--- src/rtl/m65x_pkg.sv ---
// Package for the 6502 instruction executor: opcodes, payload structs and queue entry.
// Depends on nothing; used by every module of the block.
package m65x_pkg;

   localparam int MemAddrBitsDefault = 16;
   localparam int QueueDepth = 2;

   typedef enum logic [5:0] {
      OP_LDA = 6'd0,  OP_LDX = 6'd1,  OP_LDY = 6'd2,  OP_STA = 6'd3,
      OP_STX = 6'd4,  OP_STY = 6'd5,  OP_TAX = 6'd6,  OP_TAY = 6'd7,
      OP_TXA = 6'd8,  OP_TYA = 6'd9,  OP_TSX = 6'd10, OP_TXS = 6'd11,
      OP_PHA = 6'd12, OP_PHP = 6'd13, OP_PLA = 6'd14, OP_PLP = 6'd15,
      OP_AND = 6'd16, OP_EOR = 6'd17, OP_ORA = 6'd18, OP_BIT = 6'd19,
      OP_ADC = 6'd20, OP_SBC = 6'd21, OP_CMP = 6'd22, OP_CPX = 6'd23,
      OP_CPY = 6'd24, OP_INC = 6'd25, OP_INX = 6'd26, OP_INY = 6'd27,
      OP_DEC = 6'd28, OP_DEX = 6'd29, OP_DEY = 6'd30, OP_ASL = 6'd31,
      OP_LSR = 6'd32, OP_ROL = 6'd33, OP_ROR = 6'd34, OP_BRK = 6'd35,
      OP_NOP = 6'd36, OP_RTI = 6'd37, OP_JMP = 6'd38, OP_JSR = 6'd39,
      OP_RTS = 6'd40, OP_BCC = 6'd41, OP_BCS = 6'd42, OP_BEQ = 6'd43,
      OP_BMI = 6'd44, OP_BNE = 6'd45, OP_BPL = 6'd46, OP_BVC = 6'd47,
      OP_BVS = 6'd48, OP_CLC = 6'd49, OP_CLD = 6'd50, OP_CLI = 6'd51,
      OP_CLV = 6'd52, OP_SEC = 6'd53, OP_SED = 6'd54, OP_SEI = 6'd55,
      OP_HOST_LOAD = 6'd56
   } op_type;

   // Memory traffic classes, set by the front end.
   typedef enum logic [2:0] {
      CL_NONE, CL_READ, CL_WRITE, CL_RMW, CL_PUSH, CL_PULL
   } class_type;

   typedef enum logic [2:0] {
      ST_IDLE, ST_RD1, ST_RD2, ST_RD3, ST_WR1, ST_WR2, ST_WR3, ST_DONE
   } state_type;

   typedef struct packed {
      logic [5:0]  req_type;
      logic [15:0] operand;
      logic        on_accumulator;
      logic [15:0] current_pc;
      logic [7:0]  load_data;
   } req_type_s_type;

   typedef struct packed {
      logic [7:0]  acc;
      logic [7:0]  x_reg;
      logic [7:0]  y_reg;
      logic [7:0]  status;
      logic [7:0]  stack_ptr;
      logic [15:0] next_pc;
      logic        extra_cycle;
      logic        branch_taken;
   } rsp_type;

   typedef struct packed {
      req_type_s_type req;
      class_type      cls;
      logic [1:0]     beats;   // number of memory beats: 0..3
   } entry_type;

endpackage

--- src/rtl/m65x_front.sv ---
// Front end: accepts instruction beats, classifies memory traffic, holds a short queue.
// Depends on m65x_pkg.
module m65x_front (
   input  logic                       clock,
   input  logic                       reset,
   input  logic                       req_valid,
   output logic                       req_ready,
   input  m65x_pkg::req_type_s_type   req_data,
   output logic                       q_valid,
   input  logic                       q_ready,
   output m65x_pkg::entry_type        q_data
);
   import m65x_pkg::*;

   entry_type  slot_ff [QueueDepth];
   entry_type  slot_in;
   logic [$clog2(QueueDepth+1)-1:0] count_ff, count_in;
   logic [$clog2(QueueDepth)-1:0]   rd_ff, wr_ff;
   logic push, pop;

   always_comb begin
      slot_in.req = req_data;
      slot_in.cls = CL_NONE;
      slot_in.beats = 2'd0;
      priority case (1'b1)
         req_data.req_type == OP_LDA || req_data.req_type == OP_LDX ||
         req_data.req_type == OP_LDY || (req_data.req_type >= OP_AND &&
         req_data.req_type <= OP_CPY): begin
            slot_in.cls = CL_READ; slot_in.beats = 2'd1;
         end
         req_data.req_type == OP_STA || req_data.req_type == OP_STX ||
         req_data.req_type == OP_STY || req_data.req_type == OP_HOST_LOAD: begin
            slot_in.cls = CL_WRITE; slot_in.beats = 2'd1;
         end
         req_data.req_type == OP_INC || req_data.req_type == OP_DEC ||
         ((req_data.req_type >= OP_ASL && req_data.req_type <= OP_ROR) &&
          !req_data.on_accumulator): begin
            slot_in.cls = CL_RMW; slot_in.beats = 2'd1;
         end
         req_data.req_type == OP_PHA || req_data.req_type == OP_PHP: begin
            slot_in.cls = CL_PUSH; slot_in.beats = 2'd1;
         end
         req_data.req_type == OP_JSR: begin
            slot_in.cls = CL_PUSH; slot_in.beats = 2'd2;
         end
         req_data.req_type == OP_BRK: begin
            slot_in.cls = CL_PUSH; slot_in.beats = 2'd3;
         end
         req_data.req_type == OP_PLA || req_data.req_type == OP_PLP: begin
            slot_in.cls = CL_PULL; slot_in.beats = 2'd1;
         end
         req_data.req_type == OP_RTS: begin
            slot_in.cls = CL_PULL; slot_in.beats = 2'd2;
         end
         req_data.req_type == OP_RTI: begin
            slot_in.cls = CL_PULL; slot_in.beats = 2'd3;
         end
         default: ;
      endcase
   end

   assign req_ready = (count_ff != QueueDepth[$clog2(QueueDepth+1)-1:0]);
   assign push = req_valid && req_ready;
   assign q_valid = (count_ff != '0);
   assign pop = q_valid && q_ready;
   assign q_data = slot_ff[rd_ff];

   always_comb begin
      count_in = count_ff;
      if (push && !pop) count_in = count_ff + 1'b1;
      else if (pop && !push) count_in = count_ff - 1'b1;
   end

   always_ff @(posedge clock) begin
      if (reset) begin
         count_ff <= '0;
         rd_ff <= '0;
         wr_ff <= '0;
      end else begin
         count_ff <= count_in;
         if (push) wr_ff <= wr_ff + 1'b1;
         if (pop) rd_ff <= rd_ff + 1'b1;
      end
      if (push) slot_ff[wr_ff] <= slot_in;
   end
endmodule

--- config.mk ---
export PLATFORM = sky130hd
export DESIGN_NAME = m65x_front
export DESIGN_NICKNAME = d
export VERILOG_FILES = /design/src/rtl/m65x_pkg.sv /design/src/rtl/m65x_front.sv
export SDC_FILE = /design/constraint.sdc
export NUM_CORES = 1
export LEC_CHECK = 0
export BUFFER_PORTS_ARGS = -buffer_cell sky130_fd_sc_hd__buf_2
export CORE_UTILIZATION = 57
export CTS_BUF_LIST = sky130_fd_sc_hd__clkbuf_4 sky130_fd_sc_hd__clkbuf_8
export CTS_CLUSTER_SIZE = 16
export DETAILED_ROUTE_END_ITERATION = 12
export PLACE_DENSITY_LB_ADDON = 0.05
export SLEW_MARGIN = 20
export SYNTH_ARGS = -nofsm -noshare
export SYNTH_HDL_FRONTEND = slang
export SYNTH_SLANG_ARGS = --single-unit
--- constraint.sdc ---
create_clock -name clock -period 9.05 [get_ports clock]
set_input_delay 1.3575 -clock clock [delete_from_list [all_inputs] [get_ports clock]]
set_output_delay 1.3575 -clock clock [all_outputs]
set_load 0.05 [all_outputs]
==> metrics.log <==
[metrics] run status: completed
[metrics] shortest clock period the worst path allows after layout: approximately 3400 ps
[metrics] clock root buffer: sky130_fd_sc_hd__clkbuf_8
[metrics] Synth Instances: 230
[metrics] Post-Synthesis Net Count: about 280
[metrics] detailed-route vias per instance: about 5.1
[metrics] wire length of the first global-routing pass: 10260 µm
[metrics] number of warnings issued by yosys: 0
[metrics] TritonCTS buffer count: 9
[metrics] All-Layer GR Usage: between 15 and 20%
[metrics] number of setup buffers added after CTS: 0
[metrics] worst reg2reg setup slack: approximately 7300 ps
[metrics] number of buffers added on ports: roughly 100
[metrics] placed cell areas: ~0.0048 mm²
[metrics] largest cells by area after synthesis: sky130_fd_sc_hd__edfxtp_1 74%, sky130_fd_sc_hd__mux2_2 14%, sky130_fd_sc_hd__dfxtp_1 2.4%
[metrics] IO Pins: between 100 and 150
[metrics] final total power: around 1500 µW
[metrics] final routed DRC violation total: 0
[metrics] asr flop ratio synth: 0%
[metrics] Worst Setup End Kind: output port
[metrics] setup_tns: 0 ps
[metrics] HP Start: count_ff[1]$_SDFFE_PP0P_
[metrics] starting DRC count in detailed routing: ~100
[metrics] growth of design area from synthesis to finish: 18.68%
[metrics] DP Wirelength: about 4400 µm
[metrics] setup repair after global routing missed its margin: no
[metrics] syn_area_per_cell: approximately 18 µm²
[metrics] hold path cells: 2
[metrics] H-Tree Level Count: 3
[metrics] CTS Hold Bufs: 0
[metrics] x dimension of the die: just under 90 µm
[metrics] Chip Height: between 80 and 90 µm
[metrics] routed via count: about 2300
[metrics] CTS clk-pin slew, worst paths: roughly 100 ps
[metrics] proportion of layout cells with a drive suffix above 1: between 50% and 60%
[metrics] hold violation count in the final report: 0
[metrics] largest net degree at the start of global routing: 53
[metrics] buffer depth of the longest clock path: 2
[metrics] CTS Sinks: 109
[metrics] post-cts gate resize count: 0
[metrics] synthesized flop and latch total: around 110
[metrics] Synth area leader: sky130_fd_sc_hd__edfxtp_1
[metrics] power density cells: between 300 and 400 mW/mm²
[metrics] count of different cell masters after synthesis: 32
[metrics] post-layout instance area: between 0.005 and 0.006 mm²
[metrics] maximum clock rate: 0.2899 GHz
[metrics] Worst Path Class, Setup: flip-flop to output port
[metrics] dominant register cell in the synthesized netlist: sky130_fd_sc_hd__edfxtp_1
[metrics] fin nets: slightly below 400
[metrics] commonest cells after routing, fill and taps aside: 104 x sky130_fd_sc_hd__buf_2, 104 x sky130_fd_sc_hd__edfxtp_1, 52 x sky130_fd_sc_hd__mux2_2
[metrics] initial standard-cell utilization of the core: 58.78%
[metrics] Post-DRT Antenna Nets: 0
[metrics] vias in the first global route: between 2000 and 2500
[metrics] drt wl/cell: between 15 and 20 µm
[metrics] global route overflow: 0
[metrics] kind of launch point of the worst setup path: flip-flop
[metrics] Data required, critical path: between 7000 and 8000 ps
[metrics] area of the die: around 0.0078 mm²
[metrics] Crit path arrival time: around 2100 ps
[metrics] max-cap violations: 0
[metrics] row count: 31
[metrics] post-synth top area share: between 70% and 80%
[metrics] max-slew violations: 0
[metrics] FF-to-FF End: slot_ff[0][47]$_DFFE_PP_
[metrics] path type of the worst min-delay path: flip-flop to flip-flop
[metrics] maximum vdd ir drop: 184.5 µV
[metrics] clock latency on the worst-skew pair: around 350 ps
[metrics] total wire length after detailed routing: 6786 µm
[metrics] Placer Congestion: 0.7881
[metrics] area inside the core boundary: ~0.0072 mm²
[metrics] setup violation total in the final timing report: 0
[metrics] share of synthesized area occupied by flip-flops and latches: about three quarters
[metrics] Min-Delay Endpoint: count_ff[1]$_SDFFE_PP0P_
[metrics] number of synthesized flops with an enable pin: around 100
[metrics] Static Leak: approximately 0.0019 µW
[metrics] origin of the critical flop-to-flop path: count_ff[0]$_SDFFE_PP0P_
[metrics] Fin Clk Skew: between 6 and 7 ps
[metrics] number of antenna violations at the first check in global routing: 0
[metrics] worst slew margin relative to its limit: between 50% and 60%
[metrics] maximum net fanout on the critical path: 35
[metrics] clock tree from TritonCTS: built
[metrics] number of cells on the worst reg-to-reg path: 4
[metrics] TritonRoute pass-1 iters: 4
[metrics] slew at the pin closest to its max-slew limit: 697.8 ps
[metrics] ratio of final minimum period to clock period: 38.12%
[metrics] post-synthesis instance area: about 0.0042 mm²
[metrics] count of inserted antenna diode cells: 0
flip-flops by register name (all words and copies together), names as in the netlist, named ones only:
register and cells:
slot_ff 104, count_ff 2, rd_ff 1, wr_ff 1
cell type report:
type	count	area, µm²
Sequential cell	109	3224
Fill cell	509	2182
Multi-Input combinational cell	107	945.9
Timing Repair Buffer	107	543.0
Clock buffer	9	123.9
Tap cell	99	123.9
Clock inverter	7	60.06
Inverter	3	11.26
stage by stage:
step                      hold slack [ps]  utilization, %  worst slack, ps  cells
after global placement              486.3           67.20             5961    425
final                               511.1           69.75             5600    441
after CTS                           511.8           69.75             5557    441
after detailed placement            495.4           67.20             5973    425
after floorplan                     460.8               -             4939    230
after global routing                539.3           69.75             5460    441
cells in the mapped netlist (3+ instances only):
master	instances
sky130_fd_sc_hd__edfxtp_1	104
sky130_fd_sc_hd__mux2_2	52
sky130_fd_sc_hd__nor2_1	10
sky130_fd_sc_hd__a21oi_1	7
sky130_fd_sc_hd__buf_2	6
sky130_fd_sc_hd__dfxtp_1	5
sky130_fd_sc_hd__nor3_1	5
sky130_fd_sc_hd__xor2_1	5
sky130_fd_sc_hd__nand2_1	4
sky130_fd_sc_hd__inv_1	3
sky130_fd_sc_hd__nand2b_1	3
logic make-up (layout without fill, tap and decap cells):
logic type	Yosys count	after routing	synth area share (%)
fa+ha+maj	1	1	0.2950
xor+xnor	5	5	1.033
simple gates	30	30	3.659
buf+inv	14	126	1.888
mux	52	52	13.81
compound gates	19	19	3.305
flops	109	109	76.01
routing by layer:
layer / wire [µm] / global-route usage, % / vias up
li1: - / - / 1102
met1: 2904 / 22.64 / 1079
met2: 3337 / 29.65 / 75
met3: 363 / 4.384 / 15
met4: 180 / 10.41 / 0
met5: 0 / 0 / -
report_power, final:
group | total, µW | internal [µW] | leakage [µW] | switching, µW
Sequential | 677 | 647 | 0.00102 | 29.8
Combinational | 595 | 164 | 0.000768 | 431
Clock | 264 | 104 | 0.0000840 | 160
critical path: stages, from the launching register on:
cell and delay, ps:
sky130_fd_sc_hd__dfxtp_2 600, sky130_fd_sc_hd__buf_4 490, sky130_fd_sc_hd__mux2_2 410, sky130_fd_sc_hd__buf_2 210
worst max-delay path by stage:
stage,start,depth (start not counted),slack (ps),end
finish,flip-flop,3,5600,q_data[10]
detailed placement,flip-flop,3,5970,q_data[10]
global placement,flip-flop,3,5960,q_data[10]
CTS,flip-flop,3,5560,q_data[10]
global route,flip-flop,3,5460,q_data[10]
floorplan,req_valid,2,4940,slot_ff[0][0]$_DFFE_PP_
Power figures use the tool's default switching activity.
